<file path="config.mk">
export PLATFORM = sky130hd
export DESIGN_NAME = touch_region_button_tracker
export DESIGN_NICKNAME = d
export VERILOG_FILES = /design/src/sv/trbt_pkg.sv /design/src/sv/touch_region_button_tracker.sv /design/src/sv/trbt_ctrl.sv /design/src/sv/trbt_datapath.sv
export VERILOG_INCLUDE_DIRS = /design/src /design/src/sv
export SDC_FILE = /design/constraint.sdc
export NUM_CORES = 2
export LEC_CHECK = 0
export ABC_AREA = 0
export BUFFER_PORTS_ARGS = -buffer_cell sky130_fd_sc_hd__buf_2
export CAP_MARGIN = 10
export CORE_MARGIN = 2
export CORE_UTILIZATION = 55
export DETAILED_ROUTE_END_ITERATION = 10
export PLACE_DENSITY = 0.71
export SLEW_MARGIN = 5
export SYNTH_ARGS = -nofsm -noshare
export SYNTH_HDL_FRONTEND = slang
export SYNTH_SLANG_ARGS = --single-unit
</file>
<file path="constraint.sdc">
create_clock -name clk -period 30.4 [get_ports clk]
set_input_delay 3.04 -clock clk [delete_from_list [all_inputs] [get_ports clk]]
set_output_delay 3.04 -clock clk [all_outputs]
set_load 0.1 [all_outputs]
</file>
<file path="src/sv/touch_region_button_tracker_macros.svh">
// Assertion macros shared by the touch region button tracker.
`ifndef TOUCH_REGION_BUTTON_TRACKER_MACROS_SVH
`define TOUCH_REGION_BUTTON_TRACKER_MACROS_SVH

// Checks that a condition implies another in the same cycle.
`define TRBT_ASSERT_NOW(label, clk, rst_n, cond, prop) \
    label: assert property (@(posedge clk) disable iff (!rst_n) (cond) |-> (prop)) \
        else $error("assertion failed");

// Checks that a condition implies another in the next cycle.
`define TRBT_ASSERT_NEXT(label, clk, rst_n, cond, prop) \
    label: assert property (@(posedge clk) disable iff (!rst_n) (cond) |=> (prop)) \
        else $error("assertion failed");

`endif

</file>
<file path="src/sv/trbt_pkg.sv">
// Types and constants of the touch region button tracker.
package trbt_pkg;

    localparam int FIELD_W     = 10;
    localparam int ID_W        = 8;
    localparam int MAX_REGIONS = 8;
    localparam int RIDX_W      = 3;
    localparam int CFG_DATA_W  = 60;
    localparam int CFG_IDX_W   = 3;
    localparam int PAIR_REGS   = 4;

    localparam logic [1:0] MODE_DOWN = 2'd0;
    localparam logic [1:0] MODE_MOVE = 2'd1;

    localparam logic [CFG_IDX_W-1:0] REG_ENABLE     = 3'd0;
    localparam logic [CFG_IDX_W-1:0] REG_PAIR_FIRST = 3'd1;
    localparam logic [CFG_IDX_W-1:0] REG_PAIR_LAST  = 3'd4;

    typedef struct packed {
        logic [1:0]         mode;
        logic [FIELD_W-1:0] touch_x;
        logic [FIELD_W-1:0] touch_y;
        logic [ID_W-1:0]    finger_id;
    } trbt_in_t;

    typedef struct packed {
        logic [3:0]             hit_button;
        logic [MAX_REGIONS-1:0] pressed_mask;
    } trbt_out_t;

    typedef struct packed {
        logic              accept;
        logic              skip;
        logic              square;
        logic              compare;
        logic              update;
        logic [RIDX_W-1:0] region;
    } trbt_cmd_t;

    typedef struct packed {
        logic enable;
        logic in_region;
    } trbt_sts_t;

endpackage

</file>
<file path="src/sv/touch_region_button_tracker.sv">
// Top level of the touch region button tracker.
//
// Channel   Ports                           Transfer
// input     start, busy, item               start high while busy low
// result    done, result                    done high, one cycle, no back pressure
// config    wr_en, wr_index, wr_data        wr_en high
//
// An enabled item runs a square and a compare state for each region tested,
// up to the first hit or last region; the update state then registers the result.
// A disabled item gives its result in the cycle after the transfer.
// Reset clears all finger counts, sets enable and clears the region registers.
// The receiver cannot stall; busy holds off new items while one is at work.
module touch_region_button_tracker #(
    parameter int REGIONS          = 8,
    parameter int SLOTS_PER_REGION = 10,
    parameter int COORD_BITS       = 10
) (
    input  logic                            clk,
    input  logic                            rst_n,
    input  logic                            start,
    output logic                            busy,
    input  trbt_pkg::trbt_in_t              item,
    output logic                            done,
    output trbt_pkg::trbt_out_t             result,
    input  logic                            wr_en,
    input  logic [trbt_pkg::CFG_IDX_W-1:0]  wr_index,
    input  logic [trbt_pkg::CFG_DATA_W-1:0] wr_data
);
    import trbt_pkg::*;
    `include "touch_region_button_tracker_macros.svh"

    trbt_cmd_t cmd;
    trbt_sts_t sts;

    trbt_ctrl #(
        .REGIONS(REGIONS)
    ) u_ctrl (
        .clk  (clk),
        .rst_n(rst_n),
        .start(start),
        .busy (busy),
        .done (done),
        .cmd  (cmd),
        .sts  (sts)
    );

    trbt_datapath #(
        .REGIONS         (REGIONS),
        .SLOTS_PER_REGION(SLOTS_PER_REGION),
        .COORD_BITS      (COORD_BITS)
    ) u_datapath (
        .clk     (clk),
        .rst_n   (rst_n),
        .wr_en   (wr_en),
        .wr_index(wr_index),
        .wr_data (wr_data),
        .item    (item),
        .cmd     (cmd),
        .sts     (sts),
        .result  (result)
    );

    `TRBT_ASSERT_NEXT(a_accept_progress, clk, rst_n, start && !busy, busy || done)
    `TRBT_ASSERT_NOW(a_done_idle, clk, rst_n, done, !busy)
    `TRBT_ASSERT_NOW(a_hit_range, clk, rst_n, done, result.hit_button <= 4'(REGIONS))
    `TRBT_ASSERT_NOW(a_mask_range, clk, rst_n, done,
        (result.pressed_mask >> REGIONS) == '0)

endmodule

</file>
<file path="src/sv/trbt_ctrl.sv">
// Controller state machine of the touch region button tracker.
module trbt_ctrl #(
    parameter int REGIONS = 8
) (
    input  logic                clk,
    input  logic                rst_n,
    input  logic                start,
    output logic                busy,
    output logic                done,
    output trbt_pkg::trbt_cmd_t cmd,
    input  trbt_pkg::trbt_sts_t sts
);
    import trbt_pkg::*;

    localparam logic [1:0] ST_IDLE = 2'd0;
    localparam logic [1:0] ST_SQ   = 2'd1;
    localparam logic [1:0] ST_CMP  = 2'd2;
    localparam logic [1:0] ST_UPD  = 2'd3;

    logic [1:0]        state_reg, state_next;
    logic [RIDX_W-1:0] idx_reg, idx_next;
    logic              done_reg, done_next;

    always_comb
    begin
        state_next = state_reg;
        idx_next   = idx_reg;
        done_next  = 1'b0;
        cmd        = '0;
        cmd.region = idx_reg;
        case (state_reg)
            ST_IDLE:
            begin
                if (start)
                begin
                    cmd.accept = 1'b1;
                    idx_next   = '0;
                    if (sts.enable)
                    begin
                        state_next = ST_SQ;
                    end
                    else
                    begin
                        cmd.skip  = 1'b1;
                        done_next = 1'b1;
                    end
                end
            end
            ST_SQ:
            begin
                cmd.square = 1'b1;
                state_next = ST_CMP;
            end
            ST_CMP:
            begin
                cmd.compare = 1'b1;
                if (sts.in_region || idx_reg == RIDX_W'(REGIONS - 1))
                begin
                    state_next = ST_UPD;
                end
                else
                begin
                    idx_next   = idx_reg + 1'b1;
                    state_next = ST_SQ;
                end
            end
            ST_UPD:
            begin
                cmd.update = 1'b1;
                done_next  = 1'b1;
                state_next = ST_IDLE;
            end
            default:
            begin
                state_next = ST_IDLE;
            end
        endcase
    end

    always_ff @(posedge clk or negedge rst_n)
    begin
        if (!rst_n)
        begin
            state_reg <= ST_IDLE;
            idx_reg   <= '0;
            done_reg  <= 1'b0;
        end
        else
        begin
            state_reg <= state_next;
            idx_reg   <= idx_next;
            done_reg  <= done_next;
        end
    end

    assign busy = (state_reg != ST_IDLE);
    assign done = done_reg;

endmodule

</file>
<file path="src/sv/trbt_datapath.sv">
// Datapath of the touch region button tracker: registers, hit test and finger lists.
module trbt_datapath #(
    parameter int REGIONS          = 8,
    parameter int SLOTS_PER_REGION = 10,
    parameter int COORD_BITS       = 10
) (
    input  logic                                clk,
    input  logic                                rst_n,
    input  logic                                wr_en,
    input  logic [trbt_pkg::CFG_IDX_W-1:0]      wr_index,
    input  logic [trbt_pkg::CFG_DATA_W-1:0]     wr_data,
    input  trbt_pkg::trbt_in_t                  item,
    input  trbt_pkg::trbt_cmd_t                 cmd,
    output trbt_pkg::trbt_sts_t                 sts,
    output trbt_pkg::trbt_out_t                 result
);
    import trbt_pkg::*;

    localparam int CB    = COORD_BITS;
    localparam int SQ_W  = 2 * CB;
    localparam int CNT_W = $clog2(SLOTS_PER_REGION + 1);
    localparam int POS_W = (SLOTS_PER_REGION > 1) ? $clog2(SLOTS_PER_REGION) : 1;

    logic                  enable_reg;
    logic [CFG_DATA_W-1:0] pair_reg [PAIR_REGS];

    logic [1:0]      mode_reg;
    logic [CB-1:0]   x_reg, y_reg;
    logic [ID_W-1:0] id_reg;

    logic [SQ_W-1:0]   sqx_reg, sqy_reg, sqr_reg;
    logic              hit_valid_reg;
    logic [RIDX_W-1:0] hit_reg;

    logic [ID_W-1:0]  slot_reg [REGIONS][SLOTS_PER_REGION];
    logic [ID_W-1:0]  slot_next [REGIONS][SLOTS_PER_REGION];
    logic [CNT_W-1:0] cnt_reg [REGIONS];
    logic [CNT_W-1:0] cnt_next [REGIONS];

    trbt_out_t result_reg;

    logic [CFG_DATA_W-1:0] pair_sel;
    logic [3*CB-1:0]       half_sel;
    logic [CB-1:0]         cx, cy, cr, dx, dy;

    logic [REGIONS-1:0] found;
    logic [POS_W-1:0]   pos [REGIONS];
    logic               prev_valid;
    logic [RIDX_W-1:0]  prev;
    logic               is_down, adds;
    logic [MAX_REGIONS-1:0] mask_now, mask_next;

    always_comb
    begin
        pair_sel = pair_reg[cmd.region[RIDX_W-1:1]];
        half_sel = cmd.region[0] ? pair_sel[6*CB-1:3*CB] : pair_sel[3*CB-1:0];
        cx = half_sel[CB-1:0];
        cy = half_sel[2*CB-1:CB];
        cr = half_sel[3*CB-1:2*CB];
        dx = (x_reg > cx) ? (x_reg - cx) : (cx - x_reg);
        dy = (y_reg > cy) ? (y_reg - cy) : (cy - y_reg);
    end

    assign sts.enable    = enable_reg;
    assign sts.in_region = ({1'b0, sqx_reg} + {1'b0, sqy_reg}) <= {1'b0, sqr_reg};

    always_comb
    begin
        for (int i = 0; i < REGIONS; i++)
        begin
            found[i] = 1'b0;
            pos[i]   = '0;
            for (int j = 0; j < SLOTS_PER_REGION; j++)
            begin
                if (!found[i] && CNT_W'(j) < cnt_reg[i] && slot_reg[i][j] == id_reg)
                begin
                    found[i] = 1'b1;
                    pos[i]   = POS_W'(j);
                end
            end
        end
        prev_valid = 1'b0;
        prev       = '0;
        for (int i = 0; i < REGIONS; i++)
        begin
            if (found[i] && !prev_valid)
            begin
                prev_valid = 1'b1;
                prev       = RIDX_W'(i);
            end
        end
    end

    assign is_down = (mode_reg == MODE_DOWN);
    assign adds    = is_down || (mode_reg == MODE_MOVE);

    always_comb
    begin
        logic             rem, add_here, present;
        logic [CNT_W-1:0] cnt_a;
        for (int i = 0; i < REGIONS; i++)
        begin
            add_here = adds && hit_valid_reg && hit_reg == RIDX_W'(i);
            if (is_down)
            begin
                rem = found[i] && prev_valid && prev == RIDX_W'(i) && !add_here;
            end
            else
            begin
                rem = found[i];
            end
            cnt_a   = rem ? (cnt_reg[i] - 1'b1) : cnt_reg[i];
            present = found[i] && !rem;
            for (int j = 0; j < SLOTS_PER_REGION; j++)
            begin
                if (rem && POS_W'(j) >= pos[i] && j + 1 < SLOTS_PER_REGION)
                begin
                    slot_next[i][j] = slot_reg[i][(j + 1) % SLOTS_PER_REGION];
                end
                else
                begin
                    slot_next[i][j] = slot_reg[i][j];
                end
            end
            cnt_next[i] = cnt_a;
            if (add_here && !present && cnt_a < CNT_W'(SLOTS_PER_REGION))
            begin
                for (int j = 0; j < SLOTS_PER_REGION; j++)
                begin
                    if (CNT_W'(j) == cnt_a)
                    begin
                        slot_next[i][j] = id_reg;
                    end
                end
                cnt_next[i] = cnt_a + 1'b1;
            end
        end
    end

    always_comb
    begin
        mask_now  = '0;
        mask_next = '0;
        for (int i = 0; i < REGIONS; i++)
        begin
            mask_now[i]  = (cnt_reg[i] != '0);
            mask_next[i] = (cnt_next[i] != '0);
        end
    end

    always_ff @(posedge clk or negedge rst_n)
    begin
        if (!rst_n)
        begin
            enable_reg    <= 1'b1;
            hit_valid_reg <= 1'b0;
            for (int k = 0; k < PAIR_REGS; k++)
            begin
                pair_reg[k] <= '0;
            end
            for (int i = 0; i < REGIONS; i++)
            begin
                cnt_reg[i] <= '0;
            end
        end
        else
        begin
            if (wr_en)
            begin
                if (wr_index == REG_ENABLE)
                begin
                    enable_reg <= wr_data[0];
                end
                else if (wr_index >= REG_PAIR_FIRST && wr_index <= REG_PAIR_LAST)
                begin
                    pair_reg[2'(wr_index - REG_PAIR_FIRST)] <= wr_data;
                end
            end
            if (cmd.accept)
            begin
                hit_valid_reg <= 1'b0;
            end
            else if (cmd.compare && sts.in_region)
            begin
                hit_valid_reg <= 1'b1;
            end
            if (cmd.update)
            begin
                for (int i = 0; i < REGIONS; i++)
                begin
                    cnt_reg[i] <= cnt_next[i];
                end
            end
        end
    end

    always_ff @(posedge clk)
    begin
        if (cmd.accept)
        begin
            mode_reg <= item.mode;
            x_reg    <= item.touch_x[CB-1:0];
            y_reg    <= item.touch_y[CB-1:0];
            id_reg   <= item.finger_id;
        end
        if (cmd.square)
        begin
            sqx_reg <= dx * dx;
            sqy_reg <= dy * dy;
            sqr_reg <= cr * cr;
        end
        if (cmd.compare && sts.in_region)
        begin
            hit_reg <= cmd.region;
        end
        if (cmd.update)
        begin
            slot_reg                <= slot_next;
            result_reg.hit_button   <= hit_valid_reg ? ({1'b0, hit_reg} + 4'd1) : 4'd0;
            result_reg.pressed_mask <= mask_next;
        end
        else if (cmd.skip)
        begin
            result_reg.hit_button   <= 4'd0;
            result_reg.pressed_mask <= mask_now;
        end
    end

    assign result = result_reg;

endmodule

</file>
# After elaboration in Yosys (flattened, before gate mapping)
# Index checks and enable logic that the tools add are counted.
word_totals:
  input_bits: 97
  wordCells: 1300
  output_inout_bits: 14
  register_bits: 1025
op_classes:
  multipliers: 3
  n_reduce_logical: 441
  n_addsub: 24
  mux: 380
  n_bitwise: 3
  n_eq_ne: 174
  magnitude_cmp: 168
op_table:
  columns: ["cell", "count"]
  rows:
  - ["$mux W8", 152]
  - ["$eq A8 B8 Y1", 80]
  - ["$mux W80", 8]
  - ["$logic_and A1 B1 Y1", 291]
  - ["$bwmux W240", 1]
  - ["$mux W4", 57]
  - ["$mux W60", 3]
  - ["$eq A3 B4 Y1 const A", 32]
  - ["$ge A3 B4 Y1 const A", 32]
  - ["$lt A3 B4 Y1 const A", 32]
  - ["$bmux W60 S2", 1]
  - ["$demux W60 S2", 1]
  - ["$mux W1", 112]
  - ["$logic_not A1 Y1", 103]
  - ["$mux W3", 22]
  - ["$eq A2 B4 Y1 const A", 16]
  - ["$eq A4 B4 Y1 const A", 16]
  - ["$ge A1 B4 Y1 const A", 16]
  - ["$ge A2 B4 Y1 const A", 16]
  - ["$lt A1 B4 Y1 const A", 16]
  - ["$lt A2 B4 Y1 const A", 16]
  - ["$lt A4 B4 Y1 const A", 16]
  - ["$reduce_bool A4 Y1", 16]
  - ["$mul A10 B10 Y20", 3]
  - ["39 further kinds", 135]

# Logic depth before layout (Yosys ltp)
depth:
  ltp_word: 73
  mapped_depth: 42
  ltp_nobuf: 38

# Modules after synthesis
# A second synthesis with hierarchy kept.
unflattened:
  hier_cells: 6246
  hier_area_um2: 70251.1
by_module_without_submodules:
  columns: ["module", "cells_per_inst", "area_each_um2", "instances"]
  rows:
  - ["trbt_datapath", 6211, 69854.5, 1]
  - ["trbt_ctrl", 35, 396.6, 1]

# Worst setup path after synthesis
# Ideal clock, no wire load.
synth_path:
  path_type: "reg2reg"
  start: "register u_ctrl.state_reg[0]"
  end: "register u_datapath.result_reg (netlist bit u_datapath.result[0]), data pin"
  slack_ns: 12.988
  setup_time_ns: 0.270
  path_stages_with_launch: 4
  arrival_time_ns: 17.142
  synth_period_minus_slack_ns: 17.412
  path_cell_list: "dfrtp_1 -> ha_1 -> o311ai_0 -> o32a_1"
synth_between:
  elab_chain_cells: 3
synth_rtl:
  columns: ["element", "line_no", "source"]
  rows:
  - ["start, declared", "trbt_ctrl.sv:20", "logic [1:0] state_reg, state_next;"]
  - ["start signal, assigned", "trbt_ctrl.sv:90", "state_reg <= state_next;"]
  - ["$eq A2 B2 Y1", "trbt_ctrl.sv:31", "case (state_reg)"]
  - ["$mux W1", "trbt_ctrl.sv:31", null]
  - ["$mux W12", "trbt_datapath.sv:216", "if (cmd.update)"]
  - ["end, declared", "trbt_datapath.sv:40", "trbt_out_t result_reg;"]
# No other way between the ends.
# A chain may end at the register's enable or synchronous reset.

# Final worst setup path
layout_path:
  start: "register u_ctrl.idx_reg[1]"
  end: "register u_datapath.sqx_reg[19], data pin"
layout_between:
  elab_chain_cells: 8
  word_cells_on_any_way: 10
  cone_classes: "add/sub (2); mul (1); order compare (1); mux (5); bitwise (1)"
layout_rtl:
  columns: ["element", "line_no", "source"]
  rows:
  - ["start, declared", "trbt_ctrl.sv:21", "logic [RIDX_W-1:0] idx_reg, idx_next;"]
  - ["start signal, assigned", "trbt_ctrl.sv:91", "idx_reg <= idx_next;"]
  - ["$not A2 Y3 (implied by the code) *", "trbt_datapath.sv:55", "pair_sel = pair_reg[cmd.region[RIDX_W-1:1]];"]
  - ["$bmux W60 S2 *", "trbt_datapath.sv:55", null]
  - ["$mux W60 (implied by the code) * (2 in series)", "trbt_datapath.sv:55", null]
  - ["$mux W30 *", "trbt_datapath.sv:56", "half_sel = cmd.region[0] ? pair_sel[6*CB-1:3*CB] : pair_sel[3*CB-1:0];"]
  - ["$sub A10 B10 Y10 / $gt A10 B10 Y1 (equally long branches)", "trbt_datapath.sv:60", "dx = (x_reg > cx) ? (x_reg - cx) : (cx - x_reg);"]
  - ["$mux W10 *", "trbt_datapath.sv:60", null]
  - ["$mul A10 B10 Y20 *", "trbt_datapath.sv:208", "sqx_reg <= dx * dx;"]
  - ["end signal, assigned", "trbt_datapath.sv:208", null]
  - ["end, declared", "trbt_datapath.sv:31", "logic [SQ_W-1:0] sqx_reg, sqy_reg, sqr_reg;"]
# Mark *: on every way between the ends. The rest lies on a longest branch, timed or not. The select of a mux whose other input is x is not followed.

==> impl_metrics.csv <==
group,metric,value,unit
outcome,status,"completed",
timing,hold_violations,0,
cells_and_area,area_delta_synth_final,7.941,%
detailed_routing,via_count,47660,
detailed_routing,drt_wl_total,171000,µm
place,gp_congestion,0.8700,
setup_path,crit_end,"u_datapath.sqx_reg[19]",
cts,post_cts_resized,0,
hold_path,hp-start,"u_datapath.pair_reg[27]",
cells_and_area,postLayoutCellArea,75680,µm²
yosys,yosysSeqAreaShare,41.77,%
setup_path,cpPeakStageDelay,0.79,ns
die,dieArea,130400,µm²
cts,cts_hold_buf,0,
setup_path,cp-startpoint,"u_ctrl.idx_reg[1]",
cts,h-tree-depth,3,
grt,grt_max_degree,200,
setup_path,cp.arrival,11.64,ns
yosys,synth.top_cells.by_count,"mux2i_1 (945), edfxtp_1 (742), nor2_1 (471), xnor2_1 (467), inv_1 (325)",
cts,insertion_delay,0.75,ns
cts,clock_sinks,1022,
setup_path,required,30.88,ns
place,placed_cell_area,71870,µm²
yosys,synth_most_common_cell,"mux2i_1",
timing,min_period_over_period,36.70,%
grt,grt_pass1_vias,47970,
cells_and_area,final_cells,7921,
grt,overflow,0,
timing,fin_worst_skew,0.05721,ns
grt,grt_pass1_wl,270700,µm
setup_path,rrSetupSlack,19.24,ns
yosys,synth_top_area_share,31.78,%
die,start_util,55.19,%
timing,maxSlewHeadroom,21.34,%
detailed_routing,drtIter0Drc,4039,
yosys,synth_area_per_cell,11.38,µm²
die,die_h,361.0,µm
cts,cts-root-buf,"clkbuf_16",
setup_path,cp_max_fo,36,
setup_path,rr_endpoint,"u_datapath.sqx_reg[19]",
grt,gr-usage-all-layers,25.81,%
yosys,synth_cell_types,105,
timing,finalSetupViolCount,0,
detailed_routing,wire_per_inst,21.59,µm
detailed_routing,ant_nets,0,
timing,fin_crit,11.16,ns
grt,met1_usage,36.65,%
yosys,synth_fp_nets,6697,
detailed_routing,viasPerCell,6.017,
timing,maxSlewViolCount,0,
cts,cts_buffer_depth,3,
setup_path,rr_startpoint,"u_ctrl.idx_reg[1]",
cts,post-cts-setup-buffers,0,
die,num_rows,131,
timing,clock.fmax,89.64,MHz
grt,top_usage_layer,"met2",
grt,met2_usage,41.71,%
cells_and_area,final_nets,6697,
detailed_routing,dr.pass1.iters,5,
timing,fin_ws,19.24,ns
yosys,synth_ff_type,"edfxtp_1",
yosys,synth_edf_count,742,
setup_path,worstRegToRegCells,32,
cells_and_area,drive_gt1_share,12.80,%
timing,tightest_slew,1.175,ns
cts,cts_tree,"done",
grt,grt_antenna_before_repair,13,
flow_run,max_cap_viol_count,0,
timing,tns,0,ns
timing,rsz0062_at_grt,"false",
yosys,async_reset_ff_share,27.40,%
place,dpl.hpwl,114400,µm
cts,cts_buffers,112,
detailed_routing,drc,0,
setup_path,slowest_stage,"dfrtp_4",
cells_and_area,largest_reg_flops,640,
yosys,synth_area_leaders,"edfxtp_1 (32%), mux2i_1 (13%), dfrtp_1 (10%)",
hold_path,hold_path_class,"flip-flop to flip-flop",
yosys,syn_inst,6162,
place,io_buffers,110,
die,io_pins,111,
setup_path,crit_top_cell,"fa_1",
yosys,yosys_warnings,0,
setup_path,path_class,"flip-flop to flip-flop",
die,core,127000,µm²
yosys,yosys.area.top_type,"edfxtp_1",
place,dp.cells,7709,
place,dp_worst_setup_slack,19.25,ns
setup_path,crit_path_start_kind,"flip-flop",
grt,gr-usage-met3,3.754,%
yosys,ys_seq_elements,1022,
cts,clkSlewWorstSetupHoldPaths,0.06,ns
setup_path,cp-end-kind,"flip-flop",
yosys,synth_area,70110,µm²
die,die_x,361.0,µm
[cell families after synthesis]
logic type      Yosys count  synth area share [%]
simple gates           1324                 9.201
mux                    1276                 19.77
flops                  1022                 41.77
xor+xnor                779                 9.731
compound gates          684                 6.034
buf+inv                 639                 4.151
fa+ha+maj               438                 9.337
[worst max-delay path, delay by kind of cell, from the launching register on]
| family | cells | cell delay [ns] |
|---|---|---|
| adder cells (fa/ha/maj) | 7 | 3.30 |
| flip-flops | 1 | 0.79 |
| AND/OR/NAND/NOR | 7 | 1.20 |
| multiplexers | 1 | 0.58 |
| buffers and inverters | 4 | 0.88 |
| XOR/XNOR | 2 | 0.84 |
| AO/OA/AOI/OAI | 11 | 3.27 |
[stage by stage]
stage                     hold slack (ns)  util (%)
after floorplan                    0.4487         -
after detailed placement           0.4873     56.58
after CTS                          0.5011     59.57
after global routing               0.5138     59.58
final                              0.5008     59.58
after global placement             0.4814     56.58
[worst min-delay path by stage]
stage | to | slack [ns] | cells after the start
global route | u_datapath.pair_reg[8] | 0.51 | 1
CTS | u_datapath.pair_reg[103] | 0.50 | 1
finish | u_datapath.pair_reg[27] | 0.50 | 1
floorplan | u_datapath.hit_reg[1] | 0.45 | 0
global placement | u_datapath.pair_reg[71] | 0.48 | 1
detailed placement | u_datapath.pair_reg[75] | 0.49 | 1
[placed cells by master, fill, tap and decap left out, drive strengths merged, types with 18 or more instances in the layout]
master and count:
a21o 36, a21oi 323, a31oi 29, and2 35
and3 32, buf 188, clkbuf 141, clkinv 46
dfrtp 279, edfxtp 742, fa 142, ha 296
inv 343, mux2 271, mux2i 945, mux4 60
nand2 249, nand2b 19, nand3 111, nand4 88
nor2 477, nor2b 27, nor3 99, nor4 75
o2111ai 18, o21a 19, o21ai 115, o21bai 21
or2 39, xnor2 467, xor2 312
[layer usage]
| layer | part of all wire (%) | routed length (µm) | vias up |
|---|---|---|---|
| met5 | 0.10 | 174 | - |
| met4 | 2.1 | 3520 | 26 |
| met3 | 5.3 | 9147 | 249 |
| met2 | 47 | 79920 | 1251 |
| met1 | 46 | 78280 | 23960 |
| li1 | - | - | 22180 |
[cell type report]
class | count | area, µm²
Tap cell | 1662 | 2079
Clock inverter | 69 | 755.7
Sequential cell | 1022 | 29290
Multi-Input combinational cell | 4501 | 37970
Fill cell | 10370 | 51350
Inverter | 337 | 1265
Timing Repair Buffer | 188 | 1269
Clock buffer | 141 | 3044
Antenna cell | 1 | 2.502
Power is not shown: default switching activity piles up to over one toggle a cycle in this logic, so the estimate is an artifact.
